<file path="config.mk">
export PLATFORM = sky130hd
export DESIGN_NAME = dfgw_stack
export DESIGN_NICKNAME = d
export VERILOG_FILES = /design/src/rtl/dfgw_pkg.sv /design/src/rtl/dfgw_stack.sv
export SDC_FILE = /design/constraint.sdc
export NUM_CORES = 2
export LEC_CHECK = 0
export BUFFER_PORTS_ARGS = -buffer_cell sky130_fd_sc_hd__buf_2
export CORE_MARGIN = 2
export CORE_UTILIZATION = 53
export CTS_CLUSTER_DIAMETER = 150
export DETAILED_ROUTE_END_ITERATION = 6
export PLACE_DENSITY = 0.71
export REMOVE_ABC_BUFFERS = 1
export SYNTH_ARGS = -nofsm -noshare
export SYNTH_HDL_FRONTEND = slang
export SYNTH_SLANG_ARGS = --single-unit
</file>
<file path="constraint.sdc">
create_clock -name clk -period 3.9 [get_ports clk]
set_clock_uncertainty 0.05 [all_clocks]
set_input_delay 0.585 -clock clk [delete_from_list [all_inputs] [get_ports clk]]
set_output_delay 0.585 -clock clk [all_outputs]
set_load 0.005 [all_outputs]
</file>
<file path="src/rtl/dfgw_pkg.sv">
package dfgw_pkg;

	localparam int VTX_W = 6;
	localparam int ACT_W = 2;

	localparam logic [ACT_W-1:0] ACT_APPEND = 2'd0;
	localparam logic [ACT_W-1:0] ACT_SEARCH = 2'd1;
	localparam logic [ACT_W-1:0] ACT_CLEAR  = 2'd2;
	localparam logic [ACT_W-1:0] ACT_IGNORE = 2'd3;

	typedef struct packed {
		logic             cnt_rd;
		logic             nbr_rd;
		logic             edge_wr;
		logic             clear;
		logic [VTX_W-1:0] vtx;
		logic [VTX_W-1:0] dst;
	} dfgw_gcmd_t;

	typedef struct packed {
		logic             push;
		logic             pop;
		logic [VTX_W-1:0] data;
	} dfgw_scmd_t;

endpackage

</file>
<file path="src/rtl/dfgw_stack.sv">
module dfgw_stack import dfgw_pkg::*; #(
	parameter int DEPTH = 513
) (
	input  logic             clk,
	input  logic             arst_n,
	input  dfgw_scmd_t       scmd,
	output logic             empty,
	output logic [VTX_W-1:0] top_data
);

	localparam int LVL_W = $clog2(DEPTH + 1);
	localparam int SA_W  = $clog2(DEPTH);

	logic [VTX_W-1:0] stk_mem [DEPTH];
	logic [LVL_W-1:0] level_q;
	logic [VTX_W-1:0] rd_q;
	logic [LVL_W-1:0] level_dn;

	assign empty    = (level_q == '0);
	assign top_data = rd_q;
	assign level_dn = level_q - 1'b1;

	always_ff @(posedge clk or negedge arst_n) begin
		if (!arst_n) begin
			level_q <= '0;
		end else if (scmd.push && (int'(level_q) < DEPTH)) begin
			level_q <= level_q + 1'b1;
		end else if (scmd.pop && !empty) begin
			level_q <= level_dn;
		end
	end

	always_ff @(posedge clk) begin
		if (scmd.push && (int'(level_q) < DEPTH)) begin
			stk_mem[level_q[SA_W-1:0]] <= scmd.data;
		end
		if (scmd.pop && !empty) begin
			rd_q <= stk_mem[level_dn[SA_W-1:0]];
		end
	end

endmodule

</file>
Yosys cells after proc, flatten, opt, wreduce, memory -nomap -nowiden

Memories as Yosys holds them, arrays and structs flattened. A register that Yosys moved wholly into a read port is not among the register bits.
Index checks and enable logic that the tools add are counted.

Memories kept: 1
Logic and storage cells: 14
Output and inout port bits: 7
Register bits after elaboration: 10
Input bits: 10
Latch bits: 0
Memory bits (read-only): 0
RAM bits: 3078

Memory list:

| name    | words | bits a word | rd ports | clocked after Yosys merged registers in | write ports | line             | RTL |
|---|---|---|---|---|---|---|---|
| stk_mem | 513   | 6           | 1        | 1                                       | 1           | dfgw_stack.sv:14 | `logic [VTX_W-1:0] stk_mem [DEPTH];` |

$lt $le $gt $ge: 1
Reductions and logical operators: 5
Shift operators: 0
$add $sub $neg: 2
Multiply operators: 0
Equality and inequality tests: 0
Multiplexer cells: 4
Bitwise gates (word level): 0
Divide/modulo/power cells: 0

Operator list:

| operator                                                             | count |
|---|---|
| 10-bit two-way mux                                                   | 2 |
| 10-bit by 1-bit adder with 10-bit output, second input constant      | 1 |
| 10-bit zero test                                                     | 1 |
| 10-bit < comparator, second input constant                           | 1 |
| 10-bit by 1-bit subtractor with 10-bit output, second input constant | 1 |
| 1-bit logical AND                                                    | 2 |
| 1-bit two-way mux                                                    | 2 |
| 2-bit nonzero test                                                   | 1 |
| 1-bit zero test                                                      | 1 |

Logic depth before layout (Yosys ltp)

Depth after elaboration: 5
Depth in mapped cells: 19
Depth with buffers taken out: 10

Worst setup path after synthesis

OpenSTA, ideal clock, no wires.

Path kind: reg-to-reg
Start: register level_q[0]
End: register rd_q[1], in the netlist top_data[1] (read register of stk_mem) (data pin)
Arrival time: 3694 ps
Data required time: 3589 ps
Stages on the path, launching flop included: 19
Setup time: 261 ps
Path buffers: 9
Path slack: -104 ps
Period minus slack after synthesis: 4004 ps
Cell sequence: dfrtp_1 buf_6 buf_6 buf_6 buf_6 buf_6 inv_1 ha_1 buf_2 buf_2 clkbuf_1 clkbuf_1 mux4_2 a211oi_1 a21oi_1 a221oi_1 o22ai_1 o21ai_1 nand3_1

Word-level cells in the longest chain between the ends: 3
Elaborated cells between the ends (all ways): 4
Classes of those cells: add/sub (1); reduce/logical (3)

RTL lines:

| item                                                                                                  | line             | RTL |
|---|---|---|
| start, declared                                                                                       | dfgw_stack.sv:15 | `logic [LVL_W-1:0] level_q;` |
| start signal, assigned                                                                                | dfgw_stack.sv:27 | `level_q <= level_q + 1'b1;` |
| start signal, assigned                                                                                | dfgw_stack.sv:29 | `level_q <= level_dn;` |
| parallel branches: the longest is 3 deep, another holds 10-bit by 1-bit subtractor with 10-bit output | -                |  |
| end, declared                                                                                         | dfgw_stack.sv:16 | `logic [VTX_W-1:0] rd_q;` |

Parallel ways; which one is timed is not known.
A chain may end at the register's enable or synchronous reset.

Worst setup path in the final report

Same ends and word-level chain as after synthesis.

==> out/results.tsv <==
stage	metric	value	unit
synth	ys.warnings.count	0	
sta	drv_slew	0	
placed_design	dp_cells	8658	
clock_network	clockBufferDepth	4	
sta	slew_headroom	0.445	
clock_network	clk_pin_slew	0.06	ns
layout	fill_cells	15400	
critical_path	crit_path_end_kind	flop	
synth	ys.flop_type	edfxtp_1	
floorplan	dieWidth	483	microns
synth	yosys.area.top_type	edfxtp_1	
drt	postRouteAntennaNets	0	
critical_path	critical-path-top-delay-family	simple AND/OR/NAND/NOR gates	
drt	dr.first_iter.drc_count	7973	
run	maxCapViolCount	0	
synth	synthCells	5715	
critical_path	cpPeakStageDelay	0.51	ns
clock_network	cts_inserted_buffers	318	
critical_path	critPathKind	flop to flop	
drt	vias	59500	
drt	drc	0	
global_routing	grt_max_degree	163	
clock_network	worstSkewPairLatency	0.93	ns
clock_network	cts_root_buffer	clkbuf_16	
synth	synth_cell_types	48	
layout	final_area	138000	sq um
critical_path	startpoint_type	flop	
layout	area_delta_synth_final	13.5	%
floorplan	fp-row-count	175	
layout	nets	6013	
run_status	status	finished, final reports clean	
layout	final_util	0.606	
critical_path	crit_top_cell	buf_4	
synth	async_reset_ff_frac	0.00323	
sta	worst_hold_slack	0.0405	ns
placed_design	globalplace.congestion	0.902	
critical_path	r2r-end	top_data[1]	
synth	synth_most_common_cell	edfxtp_1	
global_routing	antenna_found_initial	11	
critical_path	cp_max_fo	18	
synth	yosysSeqAreaShare	0.764	
placed_design	dpl-instance-area	127000	sq um
pwr	p_per_area	805	nW/um^2
pwr	max-vdd-ir-drop	590	uV
worst_hold_path	min-delay-start	scmd[1]	
floorplan	dieArea	233000	sq um
pwr	p_leak	43.1	nW
critical_path	worstPathRequired	4.65	ns
synth	yosys-top-cells-area	edfxtp_1 (76%), mux4_2 (14%), mux2i_1 (2.4%)	
critical_path	crit_slowest_cell	dfrtp_4	
drt	dr.pass1.iters	6	
synth	synth-seq-cells	3094	
clock_network	htree_levels	5	
clock_network	numClockSinks	3094	
placed_design	dp_hpwl	173000	microns
critical_path	arrival	4.62	ns
floorplan	start_util	0.534	
worst_hold_path	hold_class	input pin to flop	
global_routing	grt_pass1_vias	59300	
global_routing	track_usage	0.247	
sta	max_freq	258	MHz
critical_path	path_cells	buf_16 > or2_2 > or3_4 > and2_1 > nor2_4 > buf_12 > buf_4 > a221oi_1 > buf_4 > o22ai_1 > o21ai_1 > nand3_1	
synth	syn_avg_cell_area	21.3	sq um
layout	drive_gt1_frac	0.274	
sta	fin_crit	3.87	ns
pwr	total_power	111	mW
synth	syn-cell-area	122000	sq um
critical_path	regToRegSetupSlack	0.03	ns
critical_path	reg2reg_from	level_q[0]	
drt	wire_per_inst	31.5	microns
drt	routed_wl	291000	microns
global_routing	overflow	0	
placed_design	io_buffers	16	
clock_network	cts_tree	done	
global_routing	grt_pass1_wl	417000	microns
sta	tns	0	ns
sta	setup_ws	0.0306	ns
sta	tightest_slew	0.832	ns
worst_hold_path	min_delay_worst_endpoint	stk_mem[291][1]	
sta	hold_viol	0	
placed_design	dp_slack	-0.189	ns
layout	layout.cells.non_filler	9247	
synth	synth_commonest_cells	edfxtp_1 (3084), mux4_2 (768), nor2_1 (519)	
synth	synth_edf_count	3084	
critical_path	cp_num_buf_inv	4	
sta	setup_violations	0	
floorplan	die_h	483	microns
worst_hold_path	min_path_cells	1	
synth	synth_top_area_share	0.762	
sta	post-route-period-util	0.992	
floorplan	top_level_ports	17	
critical_path	reg2reg_depth	12	
floorplan	coreArea	228000	sq um
drt	via_per_inst	6.43	
[worst register-to-register path: stages, from the launching register on]
cell and delay (ns):
dfrtp_4 0.51, buf_16 0.21, or2_2 0.37, or3_4 0.36, and2_1 0.24, nor2_4 0.36
buf_12 0.21, buf_4 0.33, a221oi_1 0.21, buf_4 0.20, o22ai_1 0.43, o21ai_1 0.14
nand3_1 0.11
[cells in the final DEF, fill, tap and decap left out, drive strengths merged, types with 73 or more instances in the layout]
cell type and instances:
nor2b 101, clkinv 116, mux2 96, o22ai 73, edfxtp 3084, mux2i 288, clkbuf 406, a21oi 98
buf 323, nor2 521, a211oi 96, mux4 768
[worst max path at each step]
stage / from / to / slack, ns / cells after the start
finish: level_q[0] / top_data[1] / 0.03 / 12
floorplan: level_q[0] / top_data[4] / -55.77 / 10
CTS: level_q[0] / top_data[1] / -0.001 / 14
global placement: level_q[0] / top_data[0] / -0.15 / 13
global route: level_q[0] / top_data[0] / -0.04 / 13
detailed placement: level_q[0] / top_data[5] / -0.19 / 12
[kinds of logic after synthesis]
logic type / Yosys count / share of synthesized area
AND/OR/NAND/NOR: 732 / 0.0260
buffers and inverters: 379 / 0.0154
AO/OA/AOI/OAI: 337 / 0.0183
flip-flops: 3094 / 0.764
adder cells (fa/ha/maj): 5 / 0.000515
multiplexers: 1152 / 0.175
XOR/XNOR: 16 / 0.00121
[power breakdown]
part	internal (mW)	total [mW]	switching [mW]	leakage, nW
registers	36.6	36.7	0.119	27.8
logic	20.8	44.9	24.1	10.4
clock network	17.2	29.4	12.2	4.85
total	74.6	111	36.4	43.1
[routing by layer]
layer / up-vias / part of all wire / global-route usage
met2: 3282 / 0.48 / 0.385
met1: 31300 / 0.39 / 0.351
met3: 574 / 0.098 / 0.0508
met4: 0 / 0.039 / 0.0912
li1: 24300 / - / -
met5: - / 0 / 0
[timing repair]
action / CTS / global route
pin swaps: 1 / 2
hold buffers: 1 / 0
gates cloned: 3 / 13
hold endpoints to repair: 10 / 0
buffers inserted: 2 / 10
setup endpoints to repair: 5 / 6
resized for setup: 13 / 55
[sequential cells by signal (all words and copies together), names as in the netlist]
register	flops
level_q	10
stk_mem	3078
top_data	6
[final cells by class]
cell class | instances | area (sq um) | area share
sequential | 3094 | 92900 | 0.673
multi-input combinational | 2242 | 27200 | 0.197
clock buffer | 393 | 8450 | 0.0612
timing repair buffer | 340 | 4240 | 0.0307
tap | 3009 | 3760 | 0.0273
clock inverter | 160 | 1500 | 0.0108
antenna | 7 | 17.5 | 0.000127
inverter | 2 | 11.3 | 0.0000816
Note: power is estimated with default switching activity, not from simulation.
