<file path="config.mk">
export PLATFORM = sky130hd
export DESIGN_NAME = dfgw_graph
export DESIGN_NICKNAME = d
export VERILOG_FILES = /design/src/rtl/dfgw_pkg.sv /design/src/rtl/dfgw_graph.sv
export SDC_FILE = /design/constraint.sdc
export NUM_CORES = 2
export LEC_CHECK = 0
export BUFFER_PORTS_ARGS = -buffer_cell sky130_fd_sc_hd__buf_4
export CAP_MARGIN = 20
export CORE_ASPECT_RATIO = 1.2
export CORE_MARGIN = 2
export CORE_UTILIZATION = 35
export DETAILED_ROUTE_END_ITERATION = 12
export PLACE_DENSITY = 0.49
export SYNTH_ARGS = -nofsm -noshare
export SYNTH_HDL_FRONTEND = slang
export SYNTH_SLANG_ARGS = --single-unit
</file>
<file path="constraint.sdc">
create_clock -name clk -period 5.6 [get_ports clk]
set_input_delay 0.56 -clock clk [delete_from_list [all_inputs] [get_ports clk]]
set_output_delay 0.56 -clock clk [all_outputs]
set_load 0.02 [all_outputs]
</file>
<file path="src/rtl/dfgw_pkg.sv">
package dfgw_pkg;

	localparam int VTX_W = 6;
	localparam int ACT_W = 2;

	localparam logic [ACT_W-1:0] ACT_APPEND = 2'd0;
	localparam logic [ACT_W-1:0] ACT_SEARCH = 2'd1;
	localparam logic [ACT_W-1:0] ACT_CLEAR  = 2'd2;
	localparam logic [ACT_W-1:0] ACT_IGNORE = 2'd3;

	typedef struct packed {
		logic             cnt_rd;
		logic             nbr_rd;
		logic             edge_wr;
		logic             clear;
		logic [VTX_W-1:0] vtx;
		logic [VTX_W-1:0] dst;
	} dfgw_gcmd_t;

	typedef struct packed {
		logic             push;
		logic             pop;
		logic [VTX_W-1:0] data;
	} dfgw_scmd_t;

endpackage

</file>
<file path="src/rtl/dfgw_graph.sv">
module dfgw_graph import dfgw_pkg::*; #(
	parameter int VERTICES   = 64,
	parameter int MAX_DEGREE = 8,
	localparam int CNT_W     = $clog2(MAX_DEGREE + 1),
	localparam int KI_W      = (MAX_DEGREE > 1) ? $clog2(MAX_DEGREE) : 1
) (
	input  logic             clk,
	input  logic             arst_n,
	input  dfgw_gcmd_t       gcmd,
	input  logic [KI_W-1:0]  k,
	output logic [CNT_W-1:0] cnt,
	output logic [VTX_W-1:0] nbr
);

	localparam int IDX_W     = $clog2(VERTICES);
	localparam int TBL_DEPTH = VERTICES * MAX_DEGREE;
	localparam int TBL_AW    = $clog2(TBL_DEPTH);

	logic [CNT_W-1:0]  count_mem [VERTICES];
	logic [VTX_W-1:0]  tbl_mem [TBL_DEPTH];
	logic [VERTICES-1:0] cvalid_q;
	logic              cvld_q;
	logic [CNT_W-1:0]  cnt_rd_q;
	logic [VTX_W-1:0]  nbr_q;
	logic [IDX_W-1:0]  vtx_idx;
	logic [TBL_AW-1:0] wr_addr;
	logic [TBL_AW-1:0] rd_addr;

	assign vtx_idx = gcmd.vtx[IDX_W-1:0];
	assign cnt     = cvld_q ? cnt_rd_q : '0;
	assign nbr     = nbr_q;
	assign wr_addr = TBL_AW'(int'(vtx_idx) * MAX_DEGREE + int'(cnt));
	assign rd_addr = TBL_AW'(int'(vtx_idx) * MAX_DEGREE + int'(k));

	always_ff @(posedge clk or negedge arst_n) begin
		if (!arst_n) begin
			cvalid_q <= '0;
			cvld_q   <= 1'b0;
		end else begin
			if (gcmd.clear) begin
				cvalid_q <= '0;
			end else if (gcmd.edge_wr) begin
				cvalid_q[vtx_idx] <= 1'b1;
			end
			if (gcmd.cnt_rd) begin
				cvld_q <= cvalid_q[vtx_idx];
			end
		end
	end

	always_ff @(posedge clk) begin
		if (gcmd.edge_wr) begin
			count_mem[vtx_idx] <= CNT_W'(cnt + 1'b1);
		end
		if (gcmd.cnt_rd) begin
			cnt_rd_q <= count_mem[vtx_idx];
		end
	end

	always_ff @(posedge clk) begin
		if (gcmd.edge_wr) begin
			tbl_mem[wr_addr] <= gcmd.dst;
		end
		if (gcmd.nbr_rd) begin
			nbr_q <= tbl_mem[rd_addr];
		end
	end

endmodule

</file>
# Yosys cells after proc, flatten, opt, wreduce, memory -nomap -nowiden
# Memories as Yosys holds them, arrays and structs flattened. A register that Yosys moved wholly into a read port is not among the register bits.
# Index checks and enable logic that the tools add are counted.
# totals
regBits	65
mem_bits_rw	3328
in_bits	21
output_inout_bits	10
word_cells	21
memories	2
# mem_list
name	words	word_bits	read_ports	rd_clocked_by_memory_dff	wr	line_no	rtl
tbl_mem	512	6	1	1	1	dfgw_graph.sv:20	logic [VTX_W-1:0] tbl_mem [TBL_DEPTH];
count_mem	64	4	1	1	1	dfgw_graph.sv:19	logic [CNT_W-1:0] count_mem [VERTICES];
# op_classes
addsub	3
order_cmp	2
mux	9
n_bitwise	1
n_reduce_logical	2
# ops
op	count
two-way mux 64 bit	2
OR 64 bit	1
adder 9 x 3 -> 9 bit	1
adder 9 x 4 -> 9 bit	1
< comparator 6 x 7 -> 1 bit (second input constant)	1
binary-select mux 1 bit (select 6 bit)	1
demux 1 bit (select 6 bit)	1
greater-or-equal comparator 6 x 1 -> 1 bit (second input constant)	1
adder 4 x 1 -> 4 bit (second input constant)	1
two-way mux 1 bit	4
two-way mux 4 bit	1
nonzero test 2 bit	1
logical AND 1 bit	1

# Longest topological paths before layout
# logic_depth
word_depth	7
mapped_depth	15
mapped_depth_nobuf	8

# Least setup slack after synthesis
# OpenSTA, ideal clock, no wires.
# synth_path
kind	flip-flop to flip-flop
start	register cvld_q
end	memory count_mem[0][2] in the netlist's numbering, data pin
setup_time_ps	568
t_arrival_ps	3886
path_slack_ps	1146
path_stages_with_launch	5
path_buffers	0
cell_sequence	dfrtp_1 -> nand2_1 -> inv_1 -> ha_1 -> xnor2_1
# synth_between
elab_chain_cells	2
# synth_rtl
element	line_no	rtl
from (decl)	dfgw_graph.sv:22	logic cvld_q;
from (signal assigned)	dfgw_graph.sv:46	cvld_q <= cvalid_q[vtx_idx];
two-way mux 4 bit	dfgw_graph.sv:30	assign cnt = cvld_q ? cnt_rd_q : '0;
named net cnt[0]	dfgw_graph.sv:11	output logic [CNT_W-1:0] cnt,
adder 4 x 1 -> 4 bit	dfgw_graph.sv:53	count_mem[vtx_idx] <= CNT_W'(cnt + 1'b1);
to (decl)	dfgw_graph.sv:19	
# The timed path passes the listed nets, and every way through them passes these cells.

# Final worst setup path
# layout_path
start	input port k[0]
end	register nbr_q[3], in the netlist nbr[3] (read register of tbl_mem), data pin
# layout_between
elab_chain_cells	1
# layout_rtl
element	line_no	rtl
from (decl)	dfgw_graph.sv:10	input logic [KI_W-1:0] k,
adder 9 x 3 -> 9 bit	dfgw_graph.sv:33	assign rd_addr = TBL_AW'(int'(vtx_idx) * MAX_DEGREE + int'(k));
to (decl)	dfgw_graph.sv:24	logic [VTX_W-1:0] nbr_q;
# Every way passes these cells.
# A chain may end at the register's enable or synchronous reset.

==> key figures <==
Yosys
  • Average cell area after synthesis: 20.0 um2
  • Syn Std Cell Area: 132000 um2
  • Mapped Nets: 6648
  • Share of the synthesized area in the top cell type: 75.7%
  • Most common cell in the netlist: edfxtp_1
  • Async set or reset register ratio after synthesis: 1.91%
  • Flops & latches, synth: 3403
  • Cell taking the most area after synthesis: edfxtp_1
  • Register area share after synthesis: 76.9%
  • Top FF cell, synth: edfxtp_1
  • Synth top cells by count: 3338 x edfxtp_1, 795 x nor2_1, 724 x mux4_2, 295 x mux2i_1, 211 x clkbuf_1
  • Distinct cells, synth: 65
  • Post-synth EDFFs: 3338
  • Post-Synthesis Cells: 6621
  • Ranking of synthesized cells by area: edfxtp_1 76%, mux4_2 12%, nor2_1 2.3%
  • Syn. warnings: 0

Worst setup path
  • Worst Path Class, Setup: in2reg
  • Reg2Reg Setup Slack: 1.51 ns
  • Crit start category: primary input
  • Critical Path AT: 4.95 ns
  • Kind of end point of the critical path: register
  • CP max FO: 53
  • Worst endpoint required time: 6.28 ns

Run status
  • Status: complete, no violations

Clocking
  • Clock Path Buffers: 4
  • Worst-path clk slew: 0.06 ns
  • Root buf cell: clkbuf_16
  • Post-CTS Resized: 0
  • Hold-fix buffers, CTS: 3
  • CTS tree: done
  • H-tree Lvls: 5
  • Post-CTS setup buffers: 0
  • CTS Buf Count: 339
  • Worst-skew pair later-pin latency: 0.94 ns
  • Clk sink count: 3403

Floorplanning
  • Die width: 566 um
  • Die height: 678 um
  • Die ar.: 384000 um2
  • I/O pins: 31
  • FP Rows: 247
  • Core ar.: 377000 um2
  • Starting Density: 35.1%

STA
  • Setup TNS: 0 ns
  • Pins Over Slew Limit: 0
  • Crit path time final: 4.27 ns
  • Post-route clock period utilization: 76.3%
  • Worst-Margin Slew: 1.29 ns
  • RSZ-0062 raised after global routing: false
  • Slew HR: 13.3%
  • Skew final: 0.0529 ns
  • Final setup viols: 0
  • FMAX: 234 MHz
  • Final hold violation count: 0

Detailed routing
  • Post-Route WL: 433 mm
  • Initial DRT Pass Iterations: 5
  • # DRC: 0
  • Post-DR vias/cell: 5.68
  • Antenna Nets Post-Route: 0
  • Via count: 69.1k
  • DRC violation total after the first TritonRoute iteration: 8743
  • DR WL/cell: 35.7 um

Final layout
  • Nets: 6922
  • Fin util: 40.2%
  • Area growth from synthesis to layout: 14.5%
  • Ratio of cells with drive above 1 in the final layout: 22.9%

Place
  • Post-DP HPWL: 274 mm
  • Placer Congestion: 0.885
  • Port bufs: 30

GRT
  • Overall Global Routing Usage: 22.3%
  • Initial antenna violation count: 26
  • First-pass GRT wire length: 593 mm
  • Vias in the first global route: 69.9k
  • Largest net degree at the start of global routing: 178
  • Grt total ovfl: 0

Power and ir drop
  • P per Cell Area: 359 nW/um2
  • Tot Pwr: 54.5 mW
  • Lkg Pwr: 47.2 nW
  • VDD IR-drop max: 0.274 mV

Flow run
  • Maximum capacitance violations: 0

Worst hold path
  • Worst min path class: in2reg
worst max-delay path: stages:
cell	delay (ns)
buf_16	0.31
buf_12	0.35
buf_4	0.24
mux4_2	0.52
mux2i_1	0.57
nor3_1	0.18
nor4_1	1.10
and4_1	0.38
o211ai_1	0.10
a2111o_1	0.30
stage by stage:
step,hold WS (ns),instance area [um2],cells,setup slack [ns]
6_report,0.130,152000,12200,1.33
2_1_floorplan,0.264,132000,6621,1.15
3_3_place_gp,0.475,141000,11500,0.735
4_1_cts,0.130,152000,12100,1.53
3_5_place_dp,0.486,141000,11500,0.782
5_1_grt,0.144,152000,12100,1.26
layout by cell type, fill, tap and decap left out, types with 37 or more instances in the layout:
cell type / n
edfxtp_1: 3338
nor2_1: 783
mux4_2: 724
clkbuf_16: 349
mux2i_1: 295
buf_4: 281
a22oi_1: 178
nand2_1: 140
a21oi_1: 79
clkbuf_1: 66
a221oi_1: 65
dfrtp_1: 65
nand3_1: 63
buf_12: 61
o22ai_1: 57
clkinv_2: 57
clkinv_1: 56
bufinv_16: 43
o21ai_0: 40
a22o_1: 37
final cells by class:
class / count / area, um2
fill: 33500 / 225000
sequential: 3403 / 102000
multi-input combinational: 2787 / 28900
clock buffer: 420 / 9050
tap: 4980 / 6230
timing repair buffer: 356 / 3550
clock inverter: 192 / 2130
inverter: 8 / 37.5
antenna: 5 / 12.5
registers in the layout (all words and copies together) (netlist names):
register,count
tbl_mem,3072
nbr,6
cvalid_q,64
cnt_rd_q,4
count_mem,256
cvld_q,1
path summary, 6_finish.rpt:
kind                         startpoint              end  depth (start not counted)
setup / recovery                   k[0]           nbr[3]                         10
hold reg to reg            cvalid_q[21]     cvalid_q[21]                          2
hold / removal                  gcmd[1]  tbl_mem[199][1]                          1
setup reg to reg                 cvld_q  tbl_mem[494][0]                          8
min in group asynchronous        arst_n     cvalid_q[48]                          2
max in group asynchronous        arst_n     cvalid_q[57]                          2
metal layers:
| metal | GRT usage, % | part of all wire [%] | vias up |
|---|---|---|---|
| li1 | - | - | 27800 |
| met1 | 29.1 | 39 | 37600 |
| met2 | 37.4 | 49 | 2926 |
| met3 | 3.39 | 6.6 | 723 |
| met4 | 8.93 | 4.6 | 2 |
| met5 | 0 | 0.0016 | - |
logic make-up (layout without fill, tap and decap cells):
kind of cell	Yosys count	in the layout	share of synthesized area, %
xor+xnor	8	8	0.0529
other cells	0	5	0
fa+ha+maj	6	6	0.0567
buf+inv	431	976	1.57
flops	3403	3403	76.9
mux	1034	1034	14.7
simple gates	1159	1159	3.61
compound gates	580	580	3.16
power by group:
group	total (mW)	internal, mW	switching, mW
sequential	28.1	28.0	0.0297
clock	23.4	13.5	9.86
combinational	3.06	0.918	2.14
total	54.5	42.4	12.0
(Power assumes the default switching activity.)
